[src/design/svt_pkg.sv]
// Package for the sorted value table: command and status codes, sequencer states.
// Used by sorted_value_table. Depends on nothing.
package svt_pkg;

    // Command codes, carried in tuser
    localparam logic [1:0] MODE_INSERT = 2'd0;
    localparam logic [1:0] MODE_REMOVE = 2'd1;
    localparam logic [1:0] MODE_POP    = 2'd2;

    // Result status codes
    localparam logic [2:0] ST_DONE     = 3'd0;
    localparam logic [2:0] ST_DUP      = 3'd1;
    localparam logic [2:0] ST_NOTFOUND = 3'd2;
    localparam logic [2:0] ST_EMPTY    = 3'd3;
    localparam logic [2:0] ST_FULL     = 3'd4;

    // Fixed field widths
    localparam int VALUE_W  = 32;
    localparam int STATUS_W = 3;
    localparam int COUNT_W  = 5;
    localparam int OUT_W    = 48;

    // Sequencer states, one-hot
    typedef enum logic [2:0] {
        S_IDLE = 3'b001,
        S_WALK = 3'b010,
        S_FIN  = 3'b100
    } t_state;

endpackage

[src/design/svt_ram.sv]
// Generic simple dual-port RAM: one write port, one read port, registered read.
// No dependencies.
module svt_ram #(
    parameter int WIDTH = 32,
    parameter int DEPTH = 16
) (
    input  logic                     i_clk,
    input  logic                     i_wr_en,
    input  logic [$clog2(DEPTH)-1:0] i_wr_addr,
    input  logic [WIDTH-1:0]         i_wr_data,
    input  logic                     i_rd_en,
    input  logic [$clog2(DEPTH)-1:0] i_rd_addr,
    output logic [WIDTH-1:0]         o_rd_data
);

    logic [WIDTH-1:0] r_mem [DEPTH];
    logic [WIDTH-1:0] r_rd_data;

    // Write port
    always_ff @(posedge i_clk) begin
        if (i_wr_en) begin
            r_mem[i_wr_addr] <= i_wr_data;
        end
    end

    // Registered read port
    always_ff @(posedge i_clk) begin
        if (i_rd_en) begin
            r_rd_data <= r_mem[i_rd_addr];
        end
    end

    assign o_rd_data = r_rd_data;

endmodule

[src/design/sorted_value_table.sv]
// Sorted value table top level: sequencer walking a RAM of values kept in
// descending order. Depends on svt_pkg and svt_ram.
//
// Usage:
//   Slave channel s_axis carries one command per transaction: tuser holds the
//   operation (insert, remove, pop largest), tdata the signed 32-bit value.
//   Master channel m_axis returns exactly one result per command: status,
//   popped value, entry count after the command and an empty flag.
//   Each command walks the stored list from the head, one RAM entry per
//   cycle, reading entry j+1 while writing the shifted entry j (or j-1).
//   A command passes an accept state, walk steps for j = 0 to count and a
//   finish state; a duplicate, a full table or an unused mode ends the walk
//   early. The pace of the walk is set by the single RAM read port. One
//   command is in flight at a time; the next is taken as soon as the
//   previous result sits in the output register.
//   Reset empties the table at once (no clearing pass; unused entries are
//   never read as data). If m_axis_tready is low, the result is held in the
//   output register; a next command that reaches its finish state waits there.
module sorted_value_table #(
    parameter int DEPTH = 16
) (
    input  logic        i_clk,
    input  logic        i_rst_n,
    // Command channel
    input  logic        s_axis_tvalid,
    output logic        s_axis_tready,
    input  logic [31:0] s_axis_tdata,   // [31:0] value
    input  logic [1:0]  s_axis_tuser,   // [1:0] mode
    // Result channel
    output logic        m_axis_tvalid,
    input  logic        m_axis_tready,
    output logic [47:0] m_axis_tdata    // [2:0] status, [34:3] popped_value,
                                        // [39:35] entry_count,
                                        // [40] is_empty_flag, [47:41] zero
);

    localparam int AW    = $clog2(DEPTH);
    localparam int CNT_W = $clog2(DEPTH + 1);
    localparam int VW    = svt_pkg::VALUE_W;

    // Control and payload registers
    svt_pkg::t_state          r_state, n_state;
    logic [1:0]               r_mode, n_mode;
    logic signed [VW-1:0]     r_value, n_value;
    logic [CNT_W-1:0]         r_j, n_j;
    logic [CNT_W-1:0]         r_count, n_count;
    logic                     r_hit, n_hit;
    logic [VW-1:0]            r_carry, n_carry;
    logic [VW-1:0]            r_popped, n_popped;
    logic [2:0]               r_status, n_status;
    logic                     r_out_valid, n_out_valid;
    logic [47:0]              r_out_data, n_out_data;

    // RAM interface
    logic                     w_wr_en;
    logic [AW-1:0]            w_wr_addr;
    logic [VW-1:0]            w_wr_data;
    logic [AW-1:0]            w_rd_addr;
    logic [VW-1:0]            w_rd_data;

    logic [CNT_W-1:0]         w_j_inc;
    logic [CNT_W-1:0]         w_j_dec;
    logic                     w_at_end;
    logic                     w_full;
    logic                     w_accept;
    logic [31:0]              w_cnt_ext;

    svt_ram #(
        .WIDTH (VW),
        .DEPTH (DEPTH)
    ) u_ram (
        .i_clk     (i_clk),
        .i_wr_en   (w_wr_en),
        .i_wr_addr (w_wr_addr),
        .i_wr_data (w_wr_data),
        .i_rd_en   (1'b1),
        .i_rd_addr (w_rd_addr),
        .o_rd_data (w_rd_data)
    );

    assign s_axis_tready = (r_state == svt_pkg::S_IDLE);
    assign w_accept      = s_axis_tvalid && s_axis_tready;
    assign m_axis_tvalid = r_out_valid;
    assign m_axis_tdata  = r_out_data;

    assign w_j_inc  = r_j + CNT_W'(1);
    assign w_j_dec  = r_j - CNT_W'(1);
    assign w_at_end = (r_j == r_count);
    assign w_full   = (r_count == CNT_W'(DEPTH));
    assign w_cnt_ext = 32'(r_count);

    // Read ahead: entry 0 on accept, entry j+1 while entry j is processed
    assign w_rd_addr = (r_state == svt_pkg::S_WALK) ? w_j_inc[AW-1:0] : '0;

    // Sequencer
    always_comb begin
        n_state     = r_state;
        n_mode      = r_mode;
        n_value     = r_value;
        n_j         = r_j;
        n_count     = r_count;
        n_hit       = r_hit;
        n_carry     = r_carry;
        n_popped    = r_popped;
        n_status    = r_status;
        n_out_valid = r_out_valid && !m_axis_tready;
        n_out_data  = r_out_data;
        w_wr_en     = 1'b0;
        w_wr_addr   = r_j[AW-1:0];
        w_wr_data   = r_carry;

        case (r_state)
            svt_pkg::S_IDLE: begin
                if (w_accept) begin
                    n_mode   = s_axis_tuser;
                    n_value  = s_axis_tdata;
                    n_j      = '0;
                    n_hit    = 1'b0;
                    n_popped = '0;
                    n_state  = svt_pkg::S_WALK;
                end
            end

            svt_pkg::S_WALK: begin
                n_j = w_j_inc;
                case (r_mode)
                    svt_pkg::MODE_INSERT: begin
                        if (w_at_end) begin
                            // Tail: append value or last shifted entry
                            n_state = svt_pkg::S_FIN;
                            if (!r_hit && w_full) begin
                                n_status = svt_pkg::ST_FULL;
                            end else begin
                                w_wr_en   = 1'b1;
                                w_wr_data = r_hit ? r_carry : r_value;
                                n_count   = r_count + CNT_W'(1);
                                n_status  = svt_pkg::ST_DONE;
                            end
                        end else if (r_hit) begin
                            // Shift tail down by one
                            w_wr_en   = 1'b1;
                            w_wr_data = r_carry;
                            n_carry   = w_rd_data;
                        end else if ($signed(w_rd_data) > r_value) begin
                            n_hit = 1'b0;
                        end else if (w_rd_data == r_value) begin
                            n_status = svt_pkg::ST_DUP;
                            n_state  = svt_pkg::S_FIN;
                        end else if (w_full) begin
                            n_status = svt_pkg::ST_FULL;
                            n_state  = svt_pkg::S_FIN;
                        end else begin
                            // Place value here, carry the displaced entry
                            w_wr_en   = 1'b1;
                            w_wr_data = r_value;
                            n_carry   = w_rd_data;
                            n_hit     = 1'b1;
                        end
                    end

                    svt_pkg::MODE_REMOVE, svt_pkg::MODE_POP: begin
                        if (w_at_end) begin
                            n_state = svt_pkg::S_FIN;
                            if (r_hit) begin
                                n_count  = r_count - CNT_W'(1);
                                n_status = svt_pkg::ST_DONE;
                            end else if (r_mode == svt_pkg::MODE_POP) begin
                                n_status = svt_pkg::ST_EMPTY;
                            end else begin
                                n_status = svt_pkg::ST_NOTFOUND;
                            end
                        end else if (r_hit) begin
                            // Close the gap: entry j moves to j-1
                            w_wr_en   = 1'b1;
                            w_wr_addr = w_j_dec[AW-1:0];
                            w_wr_data = w_rd_data;
                        end else if ((r_mode == svt_pkg::MODE_POP) ||
                                     (w_rd_data == r_value)) begin
                            n_hit = 1'b1;
                            if (r_mode == svt_pkg::MODE_POP) begin
                                n_popped = w_rd_data;
                            end
                        end
                    end

                    default: begin
                        // No operation
                        n_status = svt_pkg::ST_DONE;
                        n_state  = svt_pkg::S_FIN;
                    end
                endcase
            end

            svt_pkg::S_FIN: begin
                if (!r_out_valid || m_axis_tready) begin
                    n_out_valid = 1'b1;
                    n_out_data  = {7'd0, (r_count == '0), w_cnt_ext[4:0],
                                   r_popped, r_status};
                    n_state     = svt_pkg::S_IDLE;
                end
            end

            default: begin
                n_state = svt_pkg::S_IDLE;
            end
        endcase
    end

    // Control state
    always_ff @(posedge i_clk) begin
        if (!i_rst_n) begin
            r_state     <= svt_pkg::S_IDLE;
            r_count     <= '0;
            r_out_valid <= 1'b0;
        end else begin
            r_state     <= n_state;
            r_count     <= n_count;
            r_out_valid <= n_out_valid;
        end
    end

    // Payload and walk registers
    always_ff @(posedge i_clk) begin
        r_mode     <= n_mode;
        r_value    <= n_value;
        r_j        <= n_j;
        r_hit      <= n_hit;
        r_carry    <= n_carry;
        r_popped   <= n_popped;
        r_status   <= n_status;
        r_out_data <= n_out_data;
    end

endmodule

[config.mk]
export PLATFORM = sky130hd
export DESIGN_NAME = sorted_value_table
export DESIGN_NICKNAME = d
export VERILOG_FILES = /design/src/design/svt_pkg.sv /design/src/design/svt_ram.sv /design/src/design/sorted_value_table.sv
export SDC_FILE = /design/constraint.sdc
export NUM_CORES = 1
export LEC_CHECK = 0
export BUFFER_PORTS_ARGS = -buffer_cell sky130_fd_sc_hd__buf_2
export CAP_MARGIN = 5
export CORE_ASPECT_RATIO = 1.4
export CORE_UTILIZATION = 40
export CTS_CLUSTER_DIAMETER = 30
export DETAILED_ROUTE_END_ITERATION = 10
export GPL_TIMING_DRIVEN = 0
export PLACE_DENSITY = 0.67
export SLEW_MARGIN = 5
export SYNTH_ARGS = -nofsm -noshare
export SYNTH_HDL_FRONTEND = slang
export SYNTH_HIERARCHICAL = 1
export SYNTH_SLANG_ARGS = --single-unit
export TNS_END_PERCENT = 5
[constraint.sdc]
create_clock -name i_clk -period 12.1 [get_ports i_clk]
set_input_delay 0.605 -clock i_clk [delete_from_list [all_inputs] [get_ports i_clk]]
set_output_delay 0.605 -clock i_clk [all_outputs]
set_load 0.05 [all_outputs]
Word level (Yosys, flattened, before mapping). Memory sizes are Yosys's and may differ from the RTL's. A register that Yosys moved wholly into a read port is not among the register bits. Index checks and enable logic that the tools add are counted.

Register bits: 157. Bits in latches: 0. Bits in writable memories: 512. Bits in read-only memories: 0. Input port bits: 38. Logic and storage cells: 146. Memories kept: 1.

$add $sub $neg: 4. Multiply operators: 0. Divide/modulo/power cells: 0. Magnitude comparators: 1. Equal/unequal tests: 32. Shift operators: 0. Muxes and demuxes: 74. Bitwise logic cells: 1. Reduce and logical (&&, ||, !) cells: 22.

Memory list: u_ram.r_mem (depth 16, width 32, read ports 1, clocked after Yosys merged registers in 1, write ports 1, line svt_ram.sv:16) `logic [WIDTH-1:0] r_mem [DEPTH];`.

Operators with widths (count): 2-to-1 mux 32 bit (20); case mux 32 bit (2 select lines) (2); 2-to-1 mux 3 bit (14); equality test 32 bit (1); greater-than comparator 32 bit (1); 2-to-1 mux 5 bit (5); 2-to-1 mux 4 bit (5); inequality test 2 bit (second input constant) (10); case mux 5 bit (2 select lines) (2); 2-to-1 mux 1 bit (19); AND reduction 6 bit (3); inequality test 3 bit (second input constant) (5); inequality test 4 bit (second input constant) (3); case mux 3 bit (2 select lines) (2); adder 5 x 1 -> 5 bit (second input constant) (2); AND reduction 5 bit (2); case mux 3 bit (3 select lines) (1); inequality test 2 x 1 -> 1 bit (second input constant) (4); AND reduction 7 bit (1); case mux 1 bit (2 select lines) (3); AND reduction 2 bit (3); equality test 5 bit (1); equality test 5 bit (second input constant) (1); logical NOT 5 bit (1); other kinds (17) (23).

Depth between registers and ports, before layout. Gate-level depths: netlist (run 1).

Depth after elaboration: 10. Gate-level depth with buffers: 13. Mapped depth without buffers: 12.

Hierarchy. The synthesis (run 1) kept the hierarchy.

Modules (own cells, without submodules): svt_ram (times used 1, cells each 838, area each 20155.6 um2, sequential area each 16335.7 um2); sorted_value_table (times used 1, cells each 674, area each 7800.0 um2, sequential area each 4624.4 um2).

Worst setup path before layout (run 1). OpenSTA, ideal clock, no wires.

Path type: register to register. Start: reg u_ram.r_rd_data[19] (netlist: u_ram/o_rd_data[19]), read port of u_ram.r_mem. End: mem u_ram.r_mem[0][0] (enable). Setup time: 0.461 ns. Arrival: 5.321 ns. Data required time: 11.639 ns. Slack: 6.318 ns. Cell stages (with the launch flop): 12. Buffers on the path: 0. Clock period less this slack: 5.782 ns. Cell sequence: edfxtp_1 -> ha_1 -> a21oi_2 -> o21a_1 -> o221ai_1 -> a211o_1 -> or4_1 -> o211a_2 -> o32a_1 -> nor3_1 -> or3b_2 -> nor3_1.

Cells in the longest elaborated chain, start to end: 9. Elaborated cells on any way between the ends: 10.

RTL lines: start: declaration (line svt_ram.sv:17) `logic [WIDTH-1:0] r_rd_data;`; parallel branches: the longest is 2 deep, another holds greater-than comparator 32 bit; 2-to-1 mux 1 bit (*) (line sorted_value_table.sv:144) `end else if ($signed(w_rd_data) > r_value) begin`; 2-to-1 mux 1 bit (*) (line sorted_value_table.sv:139) `end else if (r_hit) begin`; 2-to-1 mux 1 bit (*) (line sorted_value_table.sv:128) `if (w_at_end) begin`; case mux 1 bit (2 select lines) (*) (line sorted_value_table.sv:126) `case (r_mode)`; 2-to-1 mux 1 bit (*) (line sorted_value_table.sv:112) `case (r_state)`; via w_wr_en (line sorted_value_table.sv:55) `logic w_wr_en;`; 2-to-1 mux 1 bit (*) (line svt_ram.sv:21) `if (i_wr_en) begin`; 2-to-1 mux 1 bit (implied by the code) (*) (line svt_ram.sv:22) `r_mem[i_wr_addr] <= i_wr_data;`; end: declaration (line svt_ram.sv:16).

Mark *: on every way through the listed nets, which the timed path passes.

Worst setup path after layout (run 1).
Start: reg u_ram.r_rd_data[31] (netlist: u_ram/o_rd_data[31]), read port of u_ram.r_mem. End: mem u_ram.r_mem[4][4] (enable).

The elaborated chain is that of the path after synthesis.

==> qor.yml, run 1 <==
status: "complete, no violations"
finClkSkew_ns: 0.0314
path_clk_slew_ns: 0.06
portBuffers: 80
fmax_mhz: 167
die_x_um: 225
area_delta_synth_final_pct: 19.0
worst_slew_pin_slew_ns: 1.25
final_cell_mix: "edfxtp_1, nand2_1, mux4_2"
relSlewSlack_pct: 15.7
p_sw_share_pct: 22.5
cp_max_fo: 8
antenna_found_initial: 0
startpoint_type: "flop"
first_iter_violations: 1120
viasPerCell: 5.35
hp-class: "in -> reg"
drive_gt1_share_pct: 26.3
fillers: 5603
yosysSeqAreaShare_pct: 75.0
grt_max_degree: 35
hpwl_mm: 42.7
period_needed_ns: 5.98
synth-seq-cells: 701
irDropWorstVdd_uv: 106
synthArstFlopShare_pct: 0
cp-end-kind: "flop"
required_ns: 12.43
drv_slew: 0
yosys_warnings: 6
row_count: 114
period_share_pct: 49.5
whs_path_depth: 1
power.switching_mw: 1.26
worst-path-stages: 15
setup_tns_ns: 0
numCtsBuffers: 85
core_mm2: 0.0690
hold_viol_final: 0
syn_inst: 1512
ys.flop_type: "edfxtp_1"
post_synth.cell_area_avg_um2: 18.5
drc: 0
num_antenna_cells: 0
cp_num_buf_inv: 4
p_seq_share_pct: 48.8
die_h_um: 315
crit_family: "simple AND/OR/NAND/NOR gates"
htreeDepth: 3
cap_viol_max_count: 0
ff2ff_path_depth: 15
critical_path.cell_chain: "ha_1 -> buf_2 -> nand4_1 -> nor3_1 -> and3_1 -> o31a_1 -> nor2_1 -> o211a_2 -> o32a_1 -> nor3_1 -> nand3b_1 -> nor3_2 -> buf_4 -> buf_6 -> buf_6"
utilization_pct: 48.2
place_congestion: 0.841
power.internal_mw: 4.35
grt_usage_pct: 17.9
grt_pass1_vias: 15400
synth_edf_count: 692
io_pins: 88
cts_buffer_depth: 3
routedWlPerCell_um: 22.6
cts-root-buf: "clkbuf_16"
p_per_area_mw_per_mm2: 169
busiest_layer: "met2"
setup_viol_count_final: 0
worst_path_largest_cell_delay_ns: 1.03
pwr-share-clk_pct: 46.4
cp_data_arrival_time_ns: 6.31
tritoncts: "done"
path_class: "reg -> reg"
grt_util_met2_pct: 33.8
drtPass1Iterations: 5
route.vias.total: 14700
grt-ovfl-total: 0
leakage_nw: 11.1
insertion_delay_ns: 0.63
combPwrFrac_pct: 4.8
initial_core_util_pct: 40.5
routed_wirelength_mm: 62.3
synth_cell_types: 52
die_area_mm2: 0.0710
rsz0062_at_grt: "no"
postCtsSetupRepairBufs: 0
final_common_cell: "edfxtp_1"
use_met1_pct: 20.3
cts_sinks: 701
cts_resized: 0
nNetsFinal: 1828
ctsHoldBuffers: 0
synth_area_mm2: 0.0280
use_met3_pct: 2.32
crit_slowest_cell: "nor3_1"
grt_pass1_wl_mm: 93.8
ant_nets: 0
layout make-up:
class	count	area (µm²)	area share, %
Tap cell	928	1160	3.49
Clock buffer	89	2140	6.44
Timing Repair Buffer	113	902	2.71
Sequential cell	701	21000	63.0
Clock inverter	70	817	2.46
Inverter	43	161	0.485
Buffer	84	419	1.26
Multi-Input combinational cell	721	6700	20.1
per-layer routing:
| metal | share of wire, % | vias up | wire (µm) |
|---|---|---|---|
| li1 | - | 6470 | - |
| met1 | 36 | 7527 | 22500 |
| met2 | 55 | 581 | 34500 |
| met3 | 5.5 | 122 | 3420 |
| met4 | 3.1 | 0 | 1920 |
| met5 | 0 | - | 0 |
synth_stat cells (all sizes together) (2+ instances only):
| master | number | area, µm² |
|---|---|---|
| a211oi | 3 | 22.5 |
| buf | 41 | 258 |
| mux2i | 3 | 30.0 |
| nor2 | 43 | 161 |
| nor3 | 13 | 70.1 |
| and3 | 2 | 12.5 |
| nor4 | 3 | 25.0 |
| nor2b | 4 | 25.0 |
| a21oi | 22 | 114 |
| nand3b | 2 | 15.0 |
| or3 | 3 | 18.8 |
| a221oi | 2 | 17.5 |
| nand2b | 4 | 25.0 |
| edfxtp | 692 | 20800 |
| dfxtp | 9 | 180 |
| or4 | 2 | 18.8 |
| a22oi | 64 | 480 |
| nand4 | 7 | 43.8 |
| conb | 2 | 7.51 |
| nand3 | 40 | 200 |
| mux4 | 128 | 2880 |
| o21a | 2 | 15.0 |
| a21o | 2 | 15.0 |
| xor2 | 6 | 52.6 |
| o21ai | 7 | 35.0 |
| clkbuf | 43 | 161 |
| and4 | 2 | 17.5 |
| nand2 | 185 | 694 |
| xnor2 | 10 | 87.6 |
| inv | 43 | 161 |
| o31a | 2 | 17.5 |
| a31oi | 3 | 18.8 |
| ha | 40 | 500 |
| and2 | 36 | 225 |
| o221ai | 33 | 477 |
metrics by stage:
step                power (mW)  worst slack, ns  cell area (µm²)  instances  hold slack, ns
finish                    5.61             6.12            33300       2749           0.157
CTS                       5.65             6.22            33200       2749           0.120
global placement          3.04             2.75            29700       2557           0.401
detailed placement        3.06             6.23            30300       2590           0.405
global route              5.78             5.91            33300       2749           0.142
floorplan                 2.96             6.32            28100       1549           0.400
power groups by stage:
stage                     Clock, mW  Sequential [mW]  Combinational [mW]
after floorplan                   0             2.78               0.176
after global placement            0             2.79               0.250
after detailed placement          0             2.79               0.269
after CTS                      2.65             2.74               0.270
after global routing           2.74             2.74               0.296
final                          2.61             2.74               0.271
worst paths after layout:
path | from | end | slack [ns]
max | u_ram/o_rd_data[31]$_DFFE_PP_ | u_ram/r_mem[4][4]$_DFFE_PP_ | 6.12
min | s_axis_tdata[14] | r_value[14]$_DFFE_PP_ | 0.16
max reg2reg | u_ram/o_rd_data[31]$_DFFE_PP_ | u_ram/r_mem[4][4]$_DFFE_PP_ | 6.12
min reg2reg | r_popped[9]$_SDFFCE_PN0P_ | m_axis_tdata[12]$_DFFE_PP_ | 0.41
cell families (layout without fill, tap and decap cells):
kind of cell,count (synthesis),count (layout),share of synthesized area [%]
compound gates,147,147,4.55
xor+xnor,16,16,0.501
fa+ha+maj,41,41,1.86
buf+inv,127,399,2.08
flops,701,701,75.0
mux,131,131,10.4
other cells,2,39,0.0269
simple gates,347,347,5.59
sequential cells by signal, indices dropped and copies added (netlist names), 2 cells and up:
signal / flops
u_ram/r_mem: 512
m_axis_tdata: 41
r_carry: 32
r_popped: 32
r_value: 32
u_ram/o_rd_data: 32
r_count: 5
r_j: 5
r_state: 3
r_status: 3
r_mode: 2
No activity file was read; power rests on OpenSTA's default activity.
==> run 2: changes to the inputs <==
--- a/config.mk
+++ b/config.mk
@@ -5,6 +5,7 @@
 export SDC_FILE = /design/constraint.sdc
 export NUM_CORES = 1
 export LEC_CHECK = 0
+export ABC_AREA = 1
 export BUFFER_PORTS_ARGS = -buffer_cell sky130_fd_sc_hd__buf_2
 export CAP_MARGIN = 5
 export CORE_ASPECT_RATIO = 1.4
==> constraint.sdc (replaced) <==
create_clock -name i_clk -period 5.9 [get_ports i_clk]
set_input_delay 0.295 -clock i_clk [delete_from_list [all_inputs] [get_ports i_clk]]
set_output_delay 0.295 -clock i_clk [all_outputs]
set_load 0.05 [all_outputs]
==> run 2 against run 1 <==
Compared with the run above:
- synthesized cell count up 110%
- routed wire length up 43%
- final cell count up 68%
- clock power up 130%
- count of clock-buffer cells in the layout up 27
- critical path type unchanged
==> qor.yml, run 2 <==
first_iter_violations: 1834  # +64%
grt_usage_pct: 21.6  # +3.6 points
ant_nets: 0  # unchanged
cp_max_fo: 17  # +9
hold_viol_final: 0  # unchanged
grt_pass1_wl_mm: 132  # +41%
startpoint_type: "flop"
placed_area_mm2: 0.0347  # +15%
p_per_area_mw_per_mm2: 408  # +140%
hp-class: "in -> reg"
die_h_um: 338  # +7.3%
drv_slew: 0  # unchanged
routedWlPerCell_um: 19.3  # -15%
htreeDepth: 3  # unchanged
cp_data_arrival_time_ns: 4.98  # -1.33 ns
place_congestion: 0.907  # +7.8%
final_common_cell: "nand2_1"
portBuffers: 80  # unchanged
viasPerCell: 5.00  # -6.5%
row_count: 122  # +7.0%
yosys_warnings: 6  # unchanged
synth_area_mm2: 0.0322  # +15%
synth_edf_count: 692  # unchanged
drc: 0  # unchanged
die_x_um: 242  # +7.2%
leakage_nw: 16.6  # +50%
core_mm2: 0.0794  # +15%
cap_viol_max_count: 0  # unchanged
synth_cell_types: 43  # -17%
setup_viol_count_final: 0  # unchanged
drtPass1Iterations: 6  # +1
numCtsBuffers: 103  # +21%
yosysSeqAreaShare_pct: 65.1  # -9.9 points
synthArstFlopShare_pct: 0  # unchanged
place_inst: 4393  # +70%
worst_slew_pin_slew_ns: 1.33  # +0.0723 ns
fmax_mhz: 216  # +29%
antenna_found_initial: 0  # unchanged
ys_top_cells_by_area: "edfxtp_1, nand2_1, inv_1"
relSlewSlack_pct: 11.5  # -4.2 points
cts_buffer_depth: 3  # unchanged
synth-seq-cells: 701  # unchanged
cts_sinks: 701  # unchanged
yosysMostFrequentCell: "nand2_1"
synth_common_cells: "nand2_1, edfxtp_1, inv_1, nand3_1, a21oi_1"
seq_area_mm2: 0.0210  # unchanged
rsz0062_at_grt: "no"
yosysTopAreaCell: "edfxtp_1"
hpwl_mm: 61.5  # +44%
irDropWorstVdd_uv: 310  # +190%
finClkSkew_ns: 0.0424  # +0.0110 ns
ys.flop_type: "edfxtp_1"
insertion_delay_ns: 0.67  # +0.04 ns
path_class: "reg -> reg"
yosysTopAreaCellShare_pct: 64.6  # -9.8 points
routed_wirelength_mm: 88.9  # +43%
place_worst_setup_slack_ns: 1.31  # -4.93 ns
fillers: 6978  # +25%
io_pins: 88  # unchanged
timing.hold.ws_ns: 0.357  # +0.201 ns
syn_inst: 3201  # +110%
fin_cells: 4617  # +68%
fin_area_mm2: 0.0385  # +16%
initial_core_util_pct: 40.6  # +0.058 points
multiInputGateArea_mm2: 0.00840  # +25%
grt_max_degree: 25  # -29%
cts-root-buf: "clkbuf_16"
area_delta_synth_final_pct: 19.6
postCtsSetupRepairBufs: 0  # unchanged
status: "complete, no violations"
final_cell_mix: "nand2_1, edfxtp_1, inv_1"
tritoncts: "done"
setup_slack_ns: 1.27  # -4.85 ns
path_clk_slew_ns: 0.05  # about the same
period_share_pct: 78.5  # +29 points
die_area_mm2: 0.0816  # +15%
grt_pass1_vias: 22700  # +47%
num_antenna_cells: 0  # unchanged
period_needed_ns: 4.63  # -1.35 ns
grt-ovfl-total: 0  # unchanged
cp-end-kind: "flop"
largest_reg_flops: 512  # unchanged
nNetsFinal: 3562  # +95%
drive_gt1_share_pct: 12.9  # -13 points
regMostFlops: "u_ram/r_mem"
post_synth.cell_area_avg_um2: 10.1  # -46%
required_ns: 6.25  # -6.18 ns
route.vias.total: 23100  # +57%
-- run 2: cell types whose count changed after synthesis, sizes merged, moves of 33 or more --
cell / previous run / this run
a21oi: 22 / 175
nor2: 43 / 159
buf: 41 / 129
nand2: 185 / 944
nand3: 40 / 396
and2: 36 / 0
mux4: 128 / 0
o221ai: 33 / 0
a22oi: 64 / 0
inv: 43 / 566
-- run 2: kinds of logic after synthesis --
family / Yosys count / share of synthesized area (%)
other: 2 / 0.0233
AND/OR/NAND/NOR: 1516 / 19.6
flip-flops: 701 / 65.1
adder cells (fa/ha/maj): 41 / 1.62
buffers and inverters: 725 / 9.85
AO/OA/AOI/OAI: 204 / 3.45
XOR/XNOR: 12 / 0.327
-- run 2: worst paths after layout --
kind | start | endpoint | slack (ns) | cells after the start
worst max-delay path | r_value[15]$_DFFE_PP_ | u_ram/r_mem[13][24]$_DFFE_PP_ | 1.27 | 16
worst min-delay path | s_axis_tdata[12] | r_value[12]$_DFFE_PP_ | 0.36 | 2
worst max register to register | r_value[15]$_DFFE_PP_ | u_ram/r_mem[13][24]$_DFFE_PP_ | 1.27 | 16
worst min register to register | r_status[1]$_DFFE_PP_ | m_axis_tdata[1]$_DFFE_PP_ | 0.41 | 0
-- run 2: per-stage QoR --
step                      setup TNS [ns]  utilization [%]  power (mW)
final                                  0             48.5        15.7
after global routing                   0             48.5        16.3
after CTS                              0             48.4        15.7
after detailed placement               0             43.7        9.78
after global placement           -135.97             42.9        9.64
after floorplan                        0                -        8.48
-- run 2: power by group --
part / switching (mW) / internal, mW / total [mW]
Combinational: 2.56 / 0.993 / 3.55
Sequential: 0.181 / 6.05 / 6.23
Clock: 2.30 / 3.63 / 5.92
Total: 5.04 / 10.7 / 15.7
-- run 2: repair_timing --
action / in CTS / in global routing
setup endpoints to repair: 0 / 0
endpoints found under the hold margin: 40 / 0
hold buffers: 37 / 0
resized for setup: 0 / 0
-- run 2: area by class of cell --
cell class | count | area share, %
sequential | 701 | 54.4
multi-input combinational | 1812 | 21.8
clock buffer | 116 | 6.90
inverter | 567 | 5.53
tap | 1054 | 3.43
timing repair buffer | 140 | 3.36
buffer | 158 | 2.70
clock inverter | 69 | 1.81
-- run 2: worst max-delay path: stages (launching register included) --
cell and delay [ns]:
edfxtp_1 0.39, inv_1 0.06, ha_1 0.29, nand2_1 0.08
nor2_1 0.19, nand4_1 0.35, nor2_4 0.22, nand2_2 0.09
nand4_2 0.14, nand3_4 0.18, buf_6 0.21, nand3_1 0.08
a21oi_1 0.07, nor2_1 0.44, nand3_1 0.45, nor2_4 0.81
buf_16 0.25
-- run 2: layer usage --
metal / share of wire (%) / up-vias / GRT usage [%]
met5: 0 / - / 0
met4: 5.9 / 0 / 13.3
met3: 6.3 / 280 / 3.10
met2: 52 / 1004 / 40.6
met1: 35 / 10900 / 22.7
li1: - / 10900 / -
